**config.mk**
```make
export PLATFORM = sky130hd
export DESIGN_NAME = psbf_classify
export DESIGN_NICKNAME = d
export VERILOG_FILES = /design/src/design/psbf_pkg.sv /design/src/design/psbf_classify.sv
export SDC_FILE = /design/constraint.sdc
export NUM_CORES = 1
export LEC_CHECK = 0
export ABC_AREA = 1
export ABC_CLOCK_PERIOD_IN_PS = 3020
export BUFFER_PORTS_ARGS = -buffer_cell sky130_fd_sc_hd__buf_2
export CAP_MARGIN = 20
export CORE_AREA = 2 2 201 203
export DETAILED_ROUTE_END_ITERATION = 12
export DIE_AREA = 0 0 203 205
export SETUP_SLACK_MARGIN = 0.2
export SYNTH_ARGS = -nofsm -noshare
export SYNTH_HDL_FRONTEND = slang
export SYNTH_SLANG_ARGS = --single-unit
```
**constraint.sdc**
```tcl
create_clock -name vclk -period 3.02
set_input_delay 0.302 -clock vclk [all_inputs]
set_output_delay 0.302 -clock vclk [all_outputs]
set_load 0.01 [all_outputs]
```
**src/design/psbf_pkg.sv**
```systemverilog
`default_nettype none

package psbf_pkg;

    // Binding table geometry
    localparam int PORTS   = 256;
    localparam int PORT_AW = (PORTS > 1) ? $clog2(PORTS) : 1;

    typedef logic [PORT_AW-1:0] port_idx_t;

    // Header constants
    localparam logic [15:0] ETH_IPV4  = 16'h0800;
    localparam logic [47:0] MAC_BCAST = 48'hFFFF_FFFF_FFFF;

    // Presence flag bit positions
    localparam int FL_STATS = 0;
    localparam int FL_MAC   = 1;
    localparam int FL_IP    = 2;

    // Function codes
    localparam logic FUNC_CLASSIFY = 1'b0;
    localparam logic FUNC_WRITE    = 1'b1;

    // Verdict reason codes
    localparam logic [3:0] WHY_SHORT    = 4'd0;
    localparam logic [3:0] WHY_NOT_IP   = 4'd1;
    localparam logic [3:0] WHY_IP_SHORT = 4'd2;
    localparam logic [3:0] WHY_MISSING  = 4'd3;
    localparam logic [3:0] WHY_BCAST    = 4'd4;
    localparam logic [3:0] WHY_TOWARD   = 4'd5;
    localparam logic [3:0] WHY_MAC_BAD  = 4'd6;
    localparam logic [3:0] WHY_IP_BAD   = 4'd7;
    localparam logic [3:0] WHY_MATCH    = 4'd8;
    localparam logic [3:0] WHY_WRITTEN  = 4'd9;

    // One row of the binding table
    typedef struct packed {
        logic [2:0]  flags;
        logic [47:0] mac;
        logic [31:0] ip;
        logic [31:0] pass_cnt;
        logic [31:0] drop_cnt;
    } entry_t;

    // Input item held in the compute stage
    typedef struct packed {
        logic        func;
        logic [7:0]  port;
        logic        frame_short;
        logic [15:0] ethertype;
        logic        ip_short;
        logic [47:0] dst_mac;
        logic [47:0] src_mac;
        logic [31:0] src_ip;
        logic        has_stats;
        logic        has_mac;
        logic        has_ip;
    } item_t;

    // Verdict of one item
    typedef struct packed {
        logic        drop;
        logic [3:0]  why;
        logic [31:0] pass_total;
        logic [31:0] drop_total;
    } result_t;

    // Write-back request into the table
    typedef struct packed {
        logic   en;
        entry_t data;
    } wback_t;

    function automatic logic port_in_range(input logic [7:0] p);
        return 32'(p) < 32'(PORTS);
    endfunction

    function automatic port_idx_t port_index(input logic [7:0] p);
        return PORT_AW'(p);
    endfunction

endpackage

`default_nettype wire

```
**src/design/psbf_classify.sv**
```systemverilog
`default_nettype none

module psbf_classify (
    input  wire psbf_pkg::item_t   item,
    input  wire psbf_pkg::entry_t  entry,
    output psbf_pkg::result_t      res,
    output psbf_pkg::wback_t       wb
);
    import psbf_pkg::*;

    logic        in_range;
    logic [2:0]  flags;
    logic [31:0] p_cur;
    logic [31:0] d_cur;
    logic [31:0] p_inc;
    logic [31:0] d_inc;

    assign in_range = port_in_range(item.port);
    assign flags    = in_range ? entry.flags : 3'b000;
    assign p_cur    = flags[FL_STATS] ? entry.pass_cnt : 32'd0;
    assign d_cur    = flags[FL_STATS] ? entry.drop_cnt : 32'd0;
    assign p_inc    = entry.pass_cnt + 32'd1;
    assign d_inc    = entry.drop_cnt + 32'd1;

    // Ordered check chain; first check that applies decides
    always_comb
    begin
        res.drop       = 1'b0;
        res.why        = WHY_WRITTEN;
        res.pass_total = p_cur;
        res.drop_total = d_cur;
        wb.en          = 1'b0;
        wb.data        = entry;

        if (item.func == FUNC_WRITE)
        begin
            res.pass_total      = 32'd0;
            res.drop_total      = 32'd0;
            wb.en               = in_range;
            wb.data.flags       = {item.has_ip, item.has_mac, item.has_stats};
            wb.data.mac         = item.src_mac;
            wb.data.ip          = item.src_ip;
            wb.data.pass_cnt    = 32'd0;
            wb.data.drop_cnt    = 32'd0;
        end
        else if (item.frame_short)
        begin
            res.drop = 1'b1;
            res.why  = WHY_SHORT;
        end
        else if (item.ethertype != ETH_IPV4)
        begin
            res.why = WHY_NOT_IP;
        end
        else if (item.ip_short)
        begin
            res.why = WHY_IP_SHORT;
        end
        else if (flags != 3'b111)
        begin
            res.why = WHY_MISSING;
        end
        else if (item.src_mac == MAC_BCAST || item.dst_mac == MAC_BCAST)
        begin
            res.why = WHY_BCAST;
        end
        else if (item.dst_mac == entry.mac)
        begin
            res.why = WHY_TOWARD;
        end
        else if (item.src_mac != entry.mac)
        begin
            res.drop         = 1'b1;
            res.why          = WHY_MAC_BAD;
            res.drop_total   = d_inc;
            wb.en            = 1'b1;
            wb.data.drop_cnt = d_inc;
        end
        else if (item.src_ip != entry.ip)
        begin
            res.drop         = 1'b1;
            res.why          = WHY_IP_BAD;
            res.drop_total   = d_inc;
            wb.en            = 1'b1;
            wb.data.drop_cnt = d_inc;
        end
        else
        begin
            res.why          = WHY_MATCH;
            res.pass_total   = p_inc;
            wb.en            = 1'b1;
            wb.data.pass_cnt = p_inc;
        end
    end

endmodule

`default_nettype wire
```
==> flow_summary.toml <==
[status]
status = "complete, no violations"

[floorplanning]
die_x_um = 203
core_um2 = 39370
initial_utilization_pct = 21.13
num_rows = 73
die_h_um = 205
pin_count = 522
dieArea_um2 = 41620

[sta]
final-setup-viol-count = 0
maxSlewViolCount = 0
tightest_slew_ps = 738.5
max_freq_mhz = 372.8
rsz0062_at_grt = "true"
setup_ws_ps = 337.3
holdWs_ps = 907.5
final_hold_viol_count = 0
fin_crit_sh_pct = 88.83
slew_headroom_pct = 50.77
fin_crit_ps = 2683

[yosys]
synth_warnings = 0
syn_area_per_cell_um2 = 4.640
ys_types = 39
syn_nets = 2100
synth_seq_area_share_pct = 0
syn_inst = 1793
synth_area_um2 = 8319

[placement]
dpl_worst_slack_ps = -44.29
portBuffers = 514
gp_congestion = 0.9819
dp_hpwl_um = 38690
place_inst = 2795

[final_layout]
fin_cells = 2805
final_nets = 2588
area_delta_synth_final_pct = 42.05
regArea_um2 = 0
fillers = 4632
clkbuf_count = 0
multi_input_area_um2 = 7126
seq_cells = 0
final_layout_size_suffix_gt1_share_pct = 28.30

[critical_path]
path_max_fanout = 9
crit_arrival_ps = 2380
critical-path-top-delay-family = "simple AND/OR/NAND/NOR gates"
worst-path-buf-inv = 5
cp-start-kind = "input port"
crit_chain = "buf_2, inv_1, or2_2, nand3_1, nor2_1, nand2_1, nor2_2, buf_12, nand3_4, buf_4, nand3_2, o31ai_1, buf_2"
crit_required_ps = 2720
crit_path_frequent_cell = "buf_2"
slowest_delay_ps = 380
crit_slowest_cell = "o31ai_1"
crit_path_end_kind = "primary output"
cp.depth = 13
critical_path_class = "input port to primary output"

[route]
ant_nets = 0
avgViaCountPerCell = 4.563
vias = 12800
dr.pass1.iters = 7
initialDrtViolationCount = 819
detail_route.wirelength_um = 45230
avgRoutedWirePerCell_um = 16.12
drcViolationCount = 0

[clocking]
ctsHoldBuffers = 0

[global_routing]
overflow = 0
antenna_found_initial = 9
grt_start_max_net_pins = 77
grt_first_pass_wirelength_um = 67150
grt_pass1_vias = 11780
grt_usage_pct = 20.50

[min_path]
min_path_cells = 4
worst_hold_path_type = "input port to primary output"

[job]
cap_violations = 0

[power]
peakVddDrop_mv = 0.08706
powerDensity_nw_per_um2 = 123.5
cellLeakagePower_nw = 6.860
## where the power goes
group | total [mW] | switching [mW] | internal [mW]
logic | 1.46 | 0.899 | 0.560
registers | 0 | 0 | 0
clock network | 0.0000000443 | 0 | 0.0000000442
## layout by cell type (no fill, tap or decap), types with 2 or more instances in the layout
master	netlist	layout
a21oi_1	71	69
a21oi_2	1	3
and3_1	2	2
buf_12	0	7
buf_2	17	513
buf_4	6	39
buf_6	4	5
inv_1	236	236
inv_2	21	20
nand2_1	681	676
nand2_2	2	7
nand3_1	132	131
nand3_2	5	6
nand3_4	3	3
nand3b_1	11	11
nand4_1	45	45
nor2_1	193	180
nor2_2	5	15
nor2_4	5	9
nor2_8	2	2
nor3_1	45	41
nor3_2	1	4
nor3_4	1	2
nor4_1	4	4
o21a_1	6	6
o21ai_0	89	88
o21ai_1	8	9
or2_2	4	4
xnor2_1	86	83
xnor2_2	0	2
xor2_1	46	46
## per-layer routing
layer,routed length [um],global-route usage (%),part of all wire (%),vias up
li1,-,-,-,6533
met1,18740,25.64,41,5573
met2,21080,35.73,47,576
met3,3104,2.275,6.9,106
met4,2228,8.420,4.9,12
met5,80,0,0.18,-
## path summary, 6_finish.rpt
| path | start | end | slack (ps) |
|---|---|---|---|
| max | entry[129] | res[7] | 340 |
| min | entry[82] | wb[82] | 910 |
## cells by family after synthesis
logic type                 Yosys count  share of synthesized area (%)
buffers and inverters              337                          16.11
adders and majority gates            2                         0.3007
xor gates and xnor gates           132                          13.90
AOI/OAI and AO/OA                  177                          10.93
and+or+nand+nor                   1145                          58.76
## Yosys cell counts (2+ instances only)
cell,instances,area share (%)
o21ai_1,8,0.48
a21oi_1,71,4.3
nor3_1,45,2.7
buf_2,17,1.0
or2_2,4,0.30
inv_2,21,0.95
clkbuf_1,46,2.1
buf_6,4,0.54
nand3b_1,11,0.99
buf_1,6,0.27
inv_1,236,11
nor4_1,4,0.30
o21a_1,6,0.54
nand2_1,681,31
nor2_4,5,0.68
nand2_2,2,0.15
xnor2_1,86,9.1
nor2_1,193,8.7
nand3_4,3,0.63
xor2_1,46,4.8
nand4_1,45,3.4
nand3_1,132,7.9
nor2_8,2,0.48
nor2_2,5,0.38
nand3_2,5,0.60
o21ai_0,89,5.4
ha_1,2,0.30
and3_1,2,0.15
buf_4,6,0.54
## cell type report
type,count,area share [%]
diodes,1,0.02118
inverters,258,8.258
multi-input cells,1457,60.30
well taps,525,5.558
repair buffers,564,25.87
## timing repair
action,CTS,global route
endpoints found under the setup margin,88,106
endpoints found under the hold margin,0,0
pin swaps,4,9
buffers inserted,6,2
gates cloned,0,1
resized for setup,3,39
## metrics by stage
step                setup TNS [ps]  cell area [um2]  util (%)  power (mW)
floorplan                        0             8319         -      0.7375
global route                     0            11820     30.01       1.612
detailed placement          -44.29            11580     29.41       1.434
global placement                 0            11580     29.41       1.433
finish                           0            11820     30.02       1.459
CTS                              0            11640     29.56       1.441
Power figures use the tool's default switching activity.
